[config.mk]
export PLATFORM = sky130hd
export DESIGN_NAME = fba_ram
export DESIGN_NICKNAME = d
export VERILOG_FILES = /design/src/fba_ram.sv
export SDC_FILE = /design/constraint.sdc
export NUM_CORES = 2
export LEC_CHECK = 0
export BUFFER_PORTS_ARGS = -buffer_cell sky130_fd_sc_hd__buf_4
export CORE_MARGIN = 4
export CORE_UTILIZATION = 63
export DETAILED_ROUTE_END_ITERATION = 16
export PLACE_DENSITY_LB_ADDON = 0.25
export SYNTH_ARGS = -nofsm -noshare
export SYNTH_HDL_FRONTEND = slang
export SYNTH_SLANG_ARGS = --single-unit
[constraint.sdc]
create_clock -name i_clk -period 5 [get_ports i_clk]
set_input_delay 0.5 -clock i_clk [delete_from_list [all_inputs] [get_ports i_clk]]
set_output_delay 0.5 -clock i_clk [all_outputs]
set_load 0.05 [all_outputs]
[src/fba_ram.sv]
// ----------------------------------------------------------------------------
// fba_ram
// Generic single-port-write, single-port-read RAM with registered read data.
// ----------------------------------------------------------------------------
module fba_ram #(
    parameter  int P_WIDTH  = 32,
    parameter  int P_DEPTH  = 128,
    localparam int L_ADDR_W = (P_DEPTH > 1) ? $clog2(P_DEPTH) : 1
) (
    input  logic                i_clk,
    input  logic                i_we,
    input  logic [L_ADDR_W-1:0] i_waddr,
    input  logic [P_WIDTH-1:0]  i_wdata,
    input  logic                i_re,
    input  logic [L_ADDR_W-1:0] i_raddr,
    output logic [P_WIDTH-1:0]  o_rdata
);

    logic [P_WIDTH-1:0] r_mem [P_DEPTH];
    logic [P_WIDTH-1:0] r_rdata;

    always_ff @(posedge i_clk) begin
        if (i_we) begin
            r_mem[i_waddr] <= i_wdata;
        end
        if (i_re) begin
            r_rdata <= r_mem[i_raddr];
        end
    end

    assign o_rdata = r_rdata;

endmodule

## After elaboration in Yosys (flattened, before gate mapping)

Memory sizes are Yosys's and may differ from the RTL's. A register that Yosys moved wholly into a read port is not among the register bits.
Cells that the tools add are included.

| word-level totals | value |
|---|---|
| output and inout port bits | 32 |
| bits of input ports | 49 |
| bits in read-only memories | 0 |
| register bits after elaboration | 0 |
| memories | 1 |
| latch bits | 0 |
| logic and storage cells | 3 |
| RAM bits | 4096 |

Memory list:

| memory | depth | width | read ports | clocked after Yosys merged registers in | wr ports | RTL line | source |
|---|---|---|---|---|---|---|---|
| r_mem | 128 | 32 | 1 | 1 | 1 | 19 | `logic [P_WIDTH-1:0] r_mem [P_DEPTH];` |

| operators by class | value |
|---|---|
| div/mod/pow operators | 0 |
| magnitude comparators | 0 |
| reductions and logical operators | 0 |
| equal/unequal tests | 0 |
| bitwise logic cells | 0 |
| mux-type cells | 2 |
| add/subtract/negate cells | 0 |
| multipliers | 0 |
| shifts and indexed selects | 0 |

Operators with widths:

| operator | number |
|---|---|
| $mux 1 | 2 |

## Longest topological paths before layout

| logic depth | value |
|---|---|
| depth in word-level cells | 2 |
| depth in mapped cells | 8 |
| depth with buffers taken out | 4 |

## Least setup slack after synthesis

No wires, ideal clock.

| path | value |
|---|---|
| kind | input port to flip-flop |
| start | input port i_we |
| end | memory r_mem[98][0] (enable) |
| data arrival time | 3278 ps |
| path slack | 1261 ps |
| data required time | 4539 ps |
| library setup time | 461 ps |
| cell stages on the path | 3 |
| path buffers | 1 |
| path through | clkbuf_1 nand4_1 nor3_1 |

| on the way | value |
|---|---|
| cells in the longest elaborated chain, start to end | 2 |

RTL lines:

| element | RTL line | source |
|---|---|---|
| start: declaration | 11 | `input logic i_we,` |
| $mux 1 | 23 | `if (i_we) begin` |
| $mux 1 (not written as such) | 24 | `r_mem[i_waddr] <= i_wdata;` |
| end: declaration | 19 |  |

Every way passes these cells.

==> results.json <==
{
  "p_leak_nw": 54.5,
  "root_buffer": "clkbuf_16",
  "ys_seq_area_frac": 0.792,
  "slew_violations": 0,
  "finalSetupTns_ps": 0,
  "io_pins": 81,
  "first_pass_iters": 6,
  "synth_nets": 6039,
  "maxCapViolCount": 0,
  "cp.required_ps": 5770,
  "hold_viol_final": 0,
  "multi_input_comb_area_um2": 32300,
  "swShare": 0.215,
  "final_util": 0.717,
  "grt_max_degree": 87,
  "fin_crit_ps": 3150,
  "io_buffers": 80,
  "fmax_mhz": 318,
  "synth.distinct_cells": 16,
  "path_class": "in2reg",
  "drive_gt1_frac": 0.366,
  "fin_ws_ps": 1850,
  "clk_pin_slew_ps": 60,
  "p_switching_w": 0.0155,
  "place_ws_ps": 927,
  "crit_top_cell": "mux4_2",
  "synth_seq_cells": 4128,
  "intPower_w": 0.0565,
  "htreeDepth": 5,
  "comb_power_share": 0.055,
  "status": "complete, no violations",
  "cts.sinks": 4128,
  "initial_core_util": 0.635,
  "vias_per_cell": 7.48,
  "cts_resized": 0,
  "nNetsFinal": 6547,
  "tightestPinTransition_ps": 1400,
  "wirelength_um": 445000,
  "num_rows": 182,
  "slew_headroom": 0.0675,
  "ant_nets": 0,
  "cts_tree": "built",
  "postCtsSetupRepairBufs": 0,
  "cpPeakStageDelay_ps": 700,
  "drcViolationCount": 0,
  "core_area_um2": 247000,
  "fill_cells": 13049,
  "antenna_found_initial": 76,
  "drtIter0Drc": 14177,
  "clkPwrFrac": 0.412,
  "finalSetupViolCount": 0,
  "die_area_um2": 257000,
  "first_global_vias": 75789,
  "crit_slowest_cell": "mux4_2",
  "rsz0062_at_grt": "no",
  "p_per_area_nw_per_um2": 407,
  "clkLatencyLatePin_ps": 1020,
  "yosys-top-cells-area": "edfxtp_1 79%, mux4_2 19%, clkbuf_1 0.44%, nor2_1 0.29%, buf_2 0.25%",
  "syn2layout_area_growth_pct": 12.9,
  "grt-ovfl-total": 0,
  "min_path_type": "in2reg",
  "worst_ep_arrival_time_ps": 3920,
  "cp_cell_sequence": "buf_8 -> buf_12 -> buf_12 -> buf_4 -> mux4_2 -> mux4_2 -> mux4_2 -> mux2_2",
  "max-vdd-ir-drop_v": 0.000382,
  "cp_max_fo": 52,
  "place_congestion": 0.841,
  "vias": 75945,
  "die_w_um": 507,
  "cts_buffers": 406,
  "finalCritPeriodShare": 0.629,
  "clock-skew-final_ps": 96.1,
  "cts_hold_buf": 0,
  "clk_path_buf_depth": 4,
  "dp_hpwl_um": 238000,
  "die_height_um": 507,
  "regArea_um2": 124000,
  "synthDominantCellAreaShare": 0.792,
  "worstSetupStartpointType": "primary input",
  "grt_pass1_wl_um": 619000,
  "ys_warn_count": 0,
  "syn_area_per_cell_um2": 26.1,
  "cp-end-kind": "flop",
  "synth_area_leader_cell": "edfxtp_1",
  "seq_power_share": 0.533,
  "syn_inst": 5990,
  "globalRouteTotalUtil": 0.353,
  "wl_per_cell_um": 43.8,
  "syn_area_um2": 157000
}
==> cells in the final DEF, fill, tap and decap left out <==
master / count
bufinv_16: 36
clkinvlp_4: 21
nor2_4: 119
diode_2: 35
buf_4: 369
inv_16: 2
nand4_1: 3
edfxtp_1: 4128
nand2_1: 13
nand2_2: 1
nor2_1: 3
clkinv_1: 96
buf_16: 1
clkinv_4: 3
or3_1: 1
clkbuf_1: 56
mux2_2: 32
inv_6: 6
nand3_2: 4
clkinv_8: 4
clkinv_2: 87
buf_12: 43
clkbuf_16: 409
buf_8: 3
mux4_2: 1344
nor3_2: 9
nand3_1: 8
nor2b_1: 7
nand2b_1: 2
==> path summary, 6_finish.rpt <==
kind / startpoint / endpoint / slack [ps] / cells past startpoint
worst max register to register: r_mem[63][12] / o_rdata[12] / 2050 / 4
worst max-delay path: i_raddr[2] / o_rdata[12] / 1850 / 8
worst min-delay path: i_wdata[2] / r_mem[37][2] / 70 / 1
worst min register to register: r_mem[8][28] / o_rdata[28] / 1230 / 4
==> stage by stage <==
step | power (W) | instance area (um^2) | instances | hold slack, ps
5_1_grt | 0.0738 | 177000 | 10138 | 51.0
3_3_place_gp | 0.0429 | 164000 | 9402 | 1000
6_report | 0.0720 | 177000 | 10157 | 72.0
4_1_cts | 0.0720 | 177000 | 10122 | 24.9
3_5_place_dp | 0.0429 | 164000 | 9402 | 1020
2_1_floorplan | 0.0410 | 157000 | 5990 | 599
==> critical path, delay by kind of cell <==
family	cells	cell delay (ps)
buf+inv	4	1350
mux	4	1920
==> synth_stat cells (all sizes together) <==
library cell and number:
nor2 122, nor2b 7, mux2 32, nor3 9, nand2 14, clkbuf 182
nand3 12, nand4 3, buf 134, edfxtp 4128, nand2b 2, mux4 1344
or3 1
==> layout make-up <==
type                    count  area share
flip-flops and latches   4128       0.701
multi-input cells        1546       0.183
clock buffers             465      0.0591
well taps                3312      0.0234
repair buffers            416      0.0209
clock inverters           255      0.0125
diodes                     35    0.000495
==> power groups by stage <==
stage	Clock [W]	Sequential, W	Combinational, W
2_1_floorplan	0	0.0391	0.00184
3_3_place_gp	0	0.0391	0.00377
3_5_place_dp	0	0.0391	0.00384
4_1_cts	0.0297	0.0384	0.00391
5_1_grt	0.0314	0.0383	0.00406
6_report	0.0296	0.0384	0.00397
==> sequential cells by signal, indices dropped and copies added, names as in the netlist <==
register  flops
o_rdata      32
r_mem      4096
==> routing by layer <==
| layer | share of wire | track usage | vias to the layer above |
|---|---|---|---|
| met3 | 0.14 | 0.101 | 1116 |
| li1 | - | - | 27450 |
| met4 | 0.056 | 0.168 | 44 |
| met1 | 0.33 | 0.484 | 40137 |
| met2 | 0.48 | 0.538 | 7198 |
| met5 | 0.00066 | 0 | - |
==> cells by family after synthesis <==
logic type	count (synthesis)	synth area share
buf+inv	316	0.00837
flops	4128	0.792
mux	1376	0.196
simple gates	170	0.00445
No activity file was read; power rests on OpenSTA's default activity.
