File: src/fba_pkg.sv
// ----------------------------------------------------------------------------
// fba_pkg
// Shared types, constants and helpers for the frame bitmap allocator.
// ----------------------------------------------------------------------------
package fba_pkg;

    localparam int FRAMES_MAX  = 4096;
    localparam int WORD_BITS   = 32;
    localparam int WORD_COUNT  = FRAMES_MAX / WORD_BITS;
    localparam int WADDR_W     = $clog2(WORD_COUNT);
    localparam int BIT_W       = $clog2(WORD_BITS);
    localparam int WCNT_W      = WADDR_W + 1;
    localparam int FC_W        = 13;
    localparam int FIDX_W      = 12;
    localparam int OP_W        = 2;
    localparam int STATUS_W    = 2;
    localparam int GROUP_BITS  = 16;
    localparam int GROUP_COUNT = WORD_COUNT / GROUP_BITS;
    localparam int GIDX_W      = $clog2(GROUP_BITS);
    localparam int GSEL_W      = $clog2(GROUP_COUNT);

    localparam logic [FC_W-1:0] FRAME_COUNT_RESET = FC_W'(FRAMES_MAX);

    typedef enum logic [OP_W-1:0] {
        OP_ALLOC = 2'd0,
        OP_FREE  = 2'd1,
        OP_TEST  = 2'd2,
        OP_NONE  = 2'd3
    } t_op;

    typedef enum logic [STATUS_W-1:0] {
        ST_OK           = 2'd0,
        ST_OUT_OF_MEM   = 2'd1,
        ST_ALREADY_FREE = 2'd2,
        ST_OUT_OF_RANGE = 2'd3
    } t_status;

    typedef enum logic [2:0] {
        S_IDLE,
        S_PICK,
        S_MODIFY,
        S_DONE,
        S_RECOUNT
    } t_state;

    typedef struct packed {
        logic               found;
        logic [WADDR_W-1:0] word;
    } t_search_res;

    // Whole words under management: frame count limited to the bitmap size,
    // rounded down to a word.
    function automatic logic [WCNT_W-1:0] managed_words(input logic [FC_W-1:0] fc);
        logic [WCNT_W-1:0] w;
        if (fc >= FC_W'(FRAMES_MAX)) begin
            w = WCNT_W'(WORD_COUNT);
        end else begin
            w = WCNT_W'(fc >> BIT_W);
        end
        return w;
    endfunction

endpackage

File: src/fba_search.sv
// ----------------------------------------------------------------------------
// fba_search
// Two-step search of the word-full vector for the lowest word with a free
// frame: groups are scanned and registered, then the lowest group is picked.
// ----------------------------------------------------------------------------
module fba_search (
    input  logic                            i_clk,
    input  logic                            i_start,
    input  logic [fba_pkg::WORD_COUNT-1:0]  i_full,
    input  logic [fba_pkg::WCNT_W-1:0]      i_words,
    output fba_pkg::t_search_res            o_res
);
    import fba_pkg::*;

    logic [WORD_COUNT-1:0]  w_free;
    logic [GROUP_COUNT-1:0] w_any;
    logic [GIDX_W-1:0]      w_idx [GROUP_COUNT];
    logic [GROUP_COUNT-1:0] r_any;
    logic [GIDX_W-1:0]      r_idx [GROUP_COUNT];

    // Only words inside the managed range may be chosen
    always_comb begin
        for (int i = 0; i < WORD_COUNT; i++) begin
            w_free[i] = !i_full[i] && (WCNT_W'(i) < i_words);
        end
    end

    always_comb begin
        for (int g = 0; g < GROUP_COUNT; g++) begin
            w_any[g] = |w_free[g*GROUP_BITS +: GROUP_BITS];
            w_idx[g] = '0;
            for (int b = GROUP_BITS - 1; b >= 0; b--) begin
                if (w_free[g*GROUP_BITS + b]) begin
                    w_idx[g] = GIDX_W'(b);
                end
            end
        end
    end

    always_ff @(posedge i_clk) begin
        if (i_start) begin
            r_any <= w_any;
            r_idx <= w_idx;
        end
    end

    always_comb begin
        o_res.found = 1'b0;
        o_res.word  = '0;
        for (int g = GROUP_COUNT - 1; g >= 0; g--) begin
            if (r_any[g]) begin
                o_res.found = 1'b1;
                o_res.word  = {GSEL_W'(g), r_idx[g]};
            end
        end
    end

endmodule

File: config.mk
export PLATFORM = sky130hd
export DESIGN_NAME = fba_search
export DESIGN_NICKNAME = d
export VERILOG_FILES = /design/src/fba_pkg.sv /design/src/fba_search.sv
export SDC_FILE = /design/constraint.sdc
export NUM_CORES = 1
export LEC_CHECK = 0
export BUFFER_PORTS_ARGS = -buffer_cell sky130_fd_sc_hd__buf_2
export CAP_MARGIN = 10
export CORE_MARGIN = 2
export CORE_UTILIZATION = 54
export CTS_BUF_LIST = sky130_fd_sc_hd__clkbuf_4
export DETAILED_ROUTE_END_ITERATION = 6
export GPL_ROUTABILITY_DRIVEN = 0
export HOLD_SLACK_MARGIN = 0.02
export PLACE_DENSITY = 0.86
export SLEW_MARGIN = 20
export SYNTH_ARGS = -nofsm -noshare
export SYNTH_HDL_FRONTEND = slang
export SYNTH_SLANG_ARGS = --single-unit
File: constraint.sdc
create_clock -name i_clk -period 2.3 [get_ports i_clk]
set_input_delay 0.115 -clock i_clk [delete_from_list [all_inputs] [get_ports i_clk]]
set_output_delay 0.115 -clock i_clk [all_outputs]
set_load 0.03 [all_outputs]
## Yosys cells after proc, flatten, opt, wreduce, memory -nomap -nowiden

Cells that the tools add are included.

| operators by class | value |
|---|---|
| $lt $le $gt $ge | 128 |
| bitwise operators | 0 |
| muxes and demuxes | 128 |
| multiply operators | 0 |
| add/subtract/negate cells | 0 |
| reductions and logical operators | 288 |
| shift-type cells | 0 |
| divide/modulo/power cells | 0 |
| equal/unequal tests | 0 |

Operator list:

| cell | number |
|---|---|
| $lt 7x8->1 const A | 64 |
| $lt 6x8->1 const A | 32 |
| $mux 4 | 64 |
| $logic_and 1x1->1 | 128 |
| $logic_not 1->1 | 128 |
| $lt 5x8->1 const A | 16 |
| $reduce_or 16->1 | 8 |
| $mux 3 | 32 |
| $lt 4x8->1 const A | 8 |
| $mux 8 | 8 |
| $reduce_or 8->1 | 8 |
| $lt 3x8->1 const A | 4 |
| $mux 2 | 16 |
| $reduce_or 4->1 | 8 |
| $lt 1x8->1 const A | 2 |
| $lt 2x8->1 const A | 2 |
| $reduce_or 2->1 | 8 |
| $mux 1 | 8 |

| storage, ports and cells | value |
|---|---|
| output and inout port bits | 8 |
| bits in read-only memories | 0 |
| register bits | 40 |
| input bits | 138 |
| bits in writable memories | 0 |
| logic and storage cells | 577 |
| latch bits | 0 |
| memories kept | 0 |

## Depth between registers and ports, before layout

| depth | value |
|---|---|
| depth in word-level cells | 17 |
| gate-level depth with buffers | 9 |
| gate-level depth less buffers | 6 |

## Least setup slack after synthesis

No wires, ideal clock.

| timing | value |
|---|---|
| path type | reg2out |
| start point | register r_any[6] |
| end point | output port o_res[0] in the netlist's numbering |
| data required time | 2.185 ns |
| setup slack | 0.277 ns |
| arrival | 1.908 ns |
| stages on the path, launching flop included | 6 |
| buffers on the path | 0 |
| cells stage by stage | edfxtp_1 > nor2b_1 > a221oi_1 > o31ai_1 > a221oi_1 > o31ai_1 |

RTL lines:

| what | RTL line | RTL |
|---|---|---|
| start, declared | fba_search.sv:18 | `logic [GROUP_COUNT-1:0] r_any;` |
| start signal, assigned | fba_search.sv:42 | `r_any <= w_any;` |
| end, declared | fba_search.sv:11 | `output fba_pkg::t_search_res o_res` |

==> qor.yml <==
sta:
  period_share_pct: 94.31
  setup_viol: 0
  period_needed_ps: 2169
  worst_slew_pin_slew_ps: 833.8
  setup_slack_ps: 131.0
  tns_ps: 0
  hold_viol: 0
  max_slew_margin_pct: 44.42
  fmax_mhz: 461.0
  maxSlewViolCount: 0
  hold_ws_ps: 176.2
  rsz0062_at_grt: "no"
logic_synthesis:
  synth_cell_types: 72
  async_flop_share_pct: 0
  synth_edf_count: 40
  syn_inst: 651
  yosysSeqAreaShare_pct: 25.44
  avgSynthCellArea_um2: 7.254
  ys_ff_latch: 40
  ys_top_cells_by_count: "a21oi_1 (139), o21ai_0 (62), nor2_1 (47)"
  yosysMostFrequentCell: "a21oi_1"
  synth_nets: 789
  yosys.area.top_type: "edfxtp_1"
  ys_warn_count: 0
  postSynth.topFlopCell: "edfxtp_1"
  post-synth-top-area-fraction_pct: 25.44
  synth_area_mm2: 0.004722
  synth_area_leaders: "edfxtp_1 (25%), a21oi_1 (15%), o21ai_0 (6.6%)"
global_routing:
  gr-max-usage-layer: "met2"
  globalRouteTotalUtil_pct: 33.92
  grt_max_degree: 41
  use_met3_pct: 6.331
  use_met2_pct: 54.96
  grt_pass1_vias: 5412
  grt_overflow: 0
  antenna_found_initial: 0
  grt_pass1_wl_mm: 26.14
  use_met1_pct: 42.22
layout:
  area_growth_pct: 24.91
  fin_area_mm2: 0.005898
  register_area_mm2: 0.001201
  fillers: 723
  layout.nets: 952
  insertedDiodeCount: 0
  multi_input_area_mm2: 0.003238
  layout-drive-gt1-share_pct: 27.52
  postLayoutCoreUtil_pct: 68.64
  final_cell_count_no_fill: 922
die:
  rows: 34
  ios: 146
  core_area_mm2: 0.008593
  fp.dieW_um: 97.51
  start_util_pct: 54.95
  fp.dieH_um: 97.51
  die_area_mm2: 0.009508
flow_run:
  drv_cap: 0
drt:
  drc: 1
  dr.pass1.iters: 7
  vias_per_cell: 6.713
  drt-total-wl_mm: 17.26
  ant_nets: 0
  drtIter0Drc: 854
  wl_per_cell_um: 18.71
  vias: 6189
clocking:
  cts_tree: "built"
  clockRootBuffer: "clkbuf_4"
  cts_buffers: 5
  htree_levels: 2
  clockBufferDepth: 2
  clk_pin_slew_worst_paths_ps: 100
  clkSinkCount: 40
power:
  total_power_mw: 2.400
  power.leakage_nw: 2.413
  ir_drop_v: 0.0002403
  power_density_mw_per_mm2: 406.9
worst_setup_path:
  endpoint_kind: "output port"
  worstPathRequired_ps: 2180
  critPathLaunchType: "flop"
  cp_data_arrival_time_ps: 2050
  cp_max_fo: 6
  worstSetupPathType: "reg -> out"
outcome:
  outcome: "finished with violations"
  violations: "DRC"
place:
  placed_area_mm2: 0.005783
  hpwl_mm: 13.30
  dp_cells: 914
  post-place-ws_ps: 51.30
  io_buffers: 145
worst_hold_path:
  hold_class: "in -> reg"
area by class of cell:
type,instances,share of cell area [%]
Tap cell,108,2.291
Inverter,20,1.273
Clock buffer,5,0.6364
Clock inverter,2,1.018
Sequential cell,40,20.36
Multi-Input combinational cell,549,54.90
Timing Repair Buffer,198,19.52
report_power, final:
part	internal, mW	switching, mW	leakage, nW
clock network	0.333	0.210	0.0513
registers	0.873	0.0329	0.388
logic	0.381	0.569	1.97
worst paths after layout:
kind	from	end	slack (ps)	depth (start not counted)
worst max-delay path	r_any[6]	o_res[1]	130	6
worst min-delay path	i_full[32]	r_idx[20]	180	3
critical path, stage by stage (launching register included):
cell      delay [ps]
edfxtp_1         460
buf_4            190
a221oi_1         280
o31ai_1          130
a221oi_1         360
o31ai_1          120
buf_2            190
placed cells by master, fill, tap and decap left out, types with 8 or more instances in the layout:
cell type  instances
buf_2            144
a21oi_1          139
o21ai_0           62
buf_4             52
nor2_1            47
nand2_1           44
edfxtp_1          40
nor2b_1           21
nor3_1            21
o21a_1            19
inv_1             18
o31ai_1           16
nand2b_1          16
a31oi_1           16
a221oi_1          12
a21o_1            10
o22ai_1           10
nand3_1            8
flip-flops by register name, indices dropped and copies added (netlist names):
signal	count
r_any	8
r_idx	32
per-layer routing:
layer | share of wire [%] | up-vias
li1 | - | 2843
met1 | 37 | 2752
met2 | 44 | 480
met3 | 12 | 114
met4 | 7.0 | 0
met5 | 0 | -
cell families after synthesis:
| group | count (synthesis) | synth area share, % |
|---|---|---|
| simple gates | 206 | 23.50 |
| flops | 40 | 25.44 |
| buf+inv | 62 | 6.412 |
| compound gates | 343 | 44.65 |
repair_timing:
action                     in CTS  in global routing
cloned                          0                  0
setup endpoints to repair       4                  1
gates resized for setup         1                  2
pin swaps                       0                  1
buffers inserted                1                  0
hold buffers                    0                  0
(Power assumes the default switching activity.)
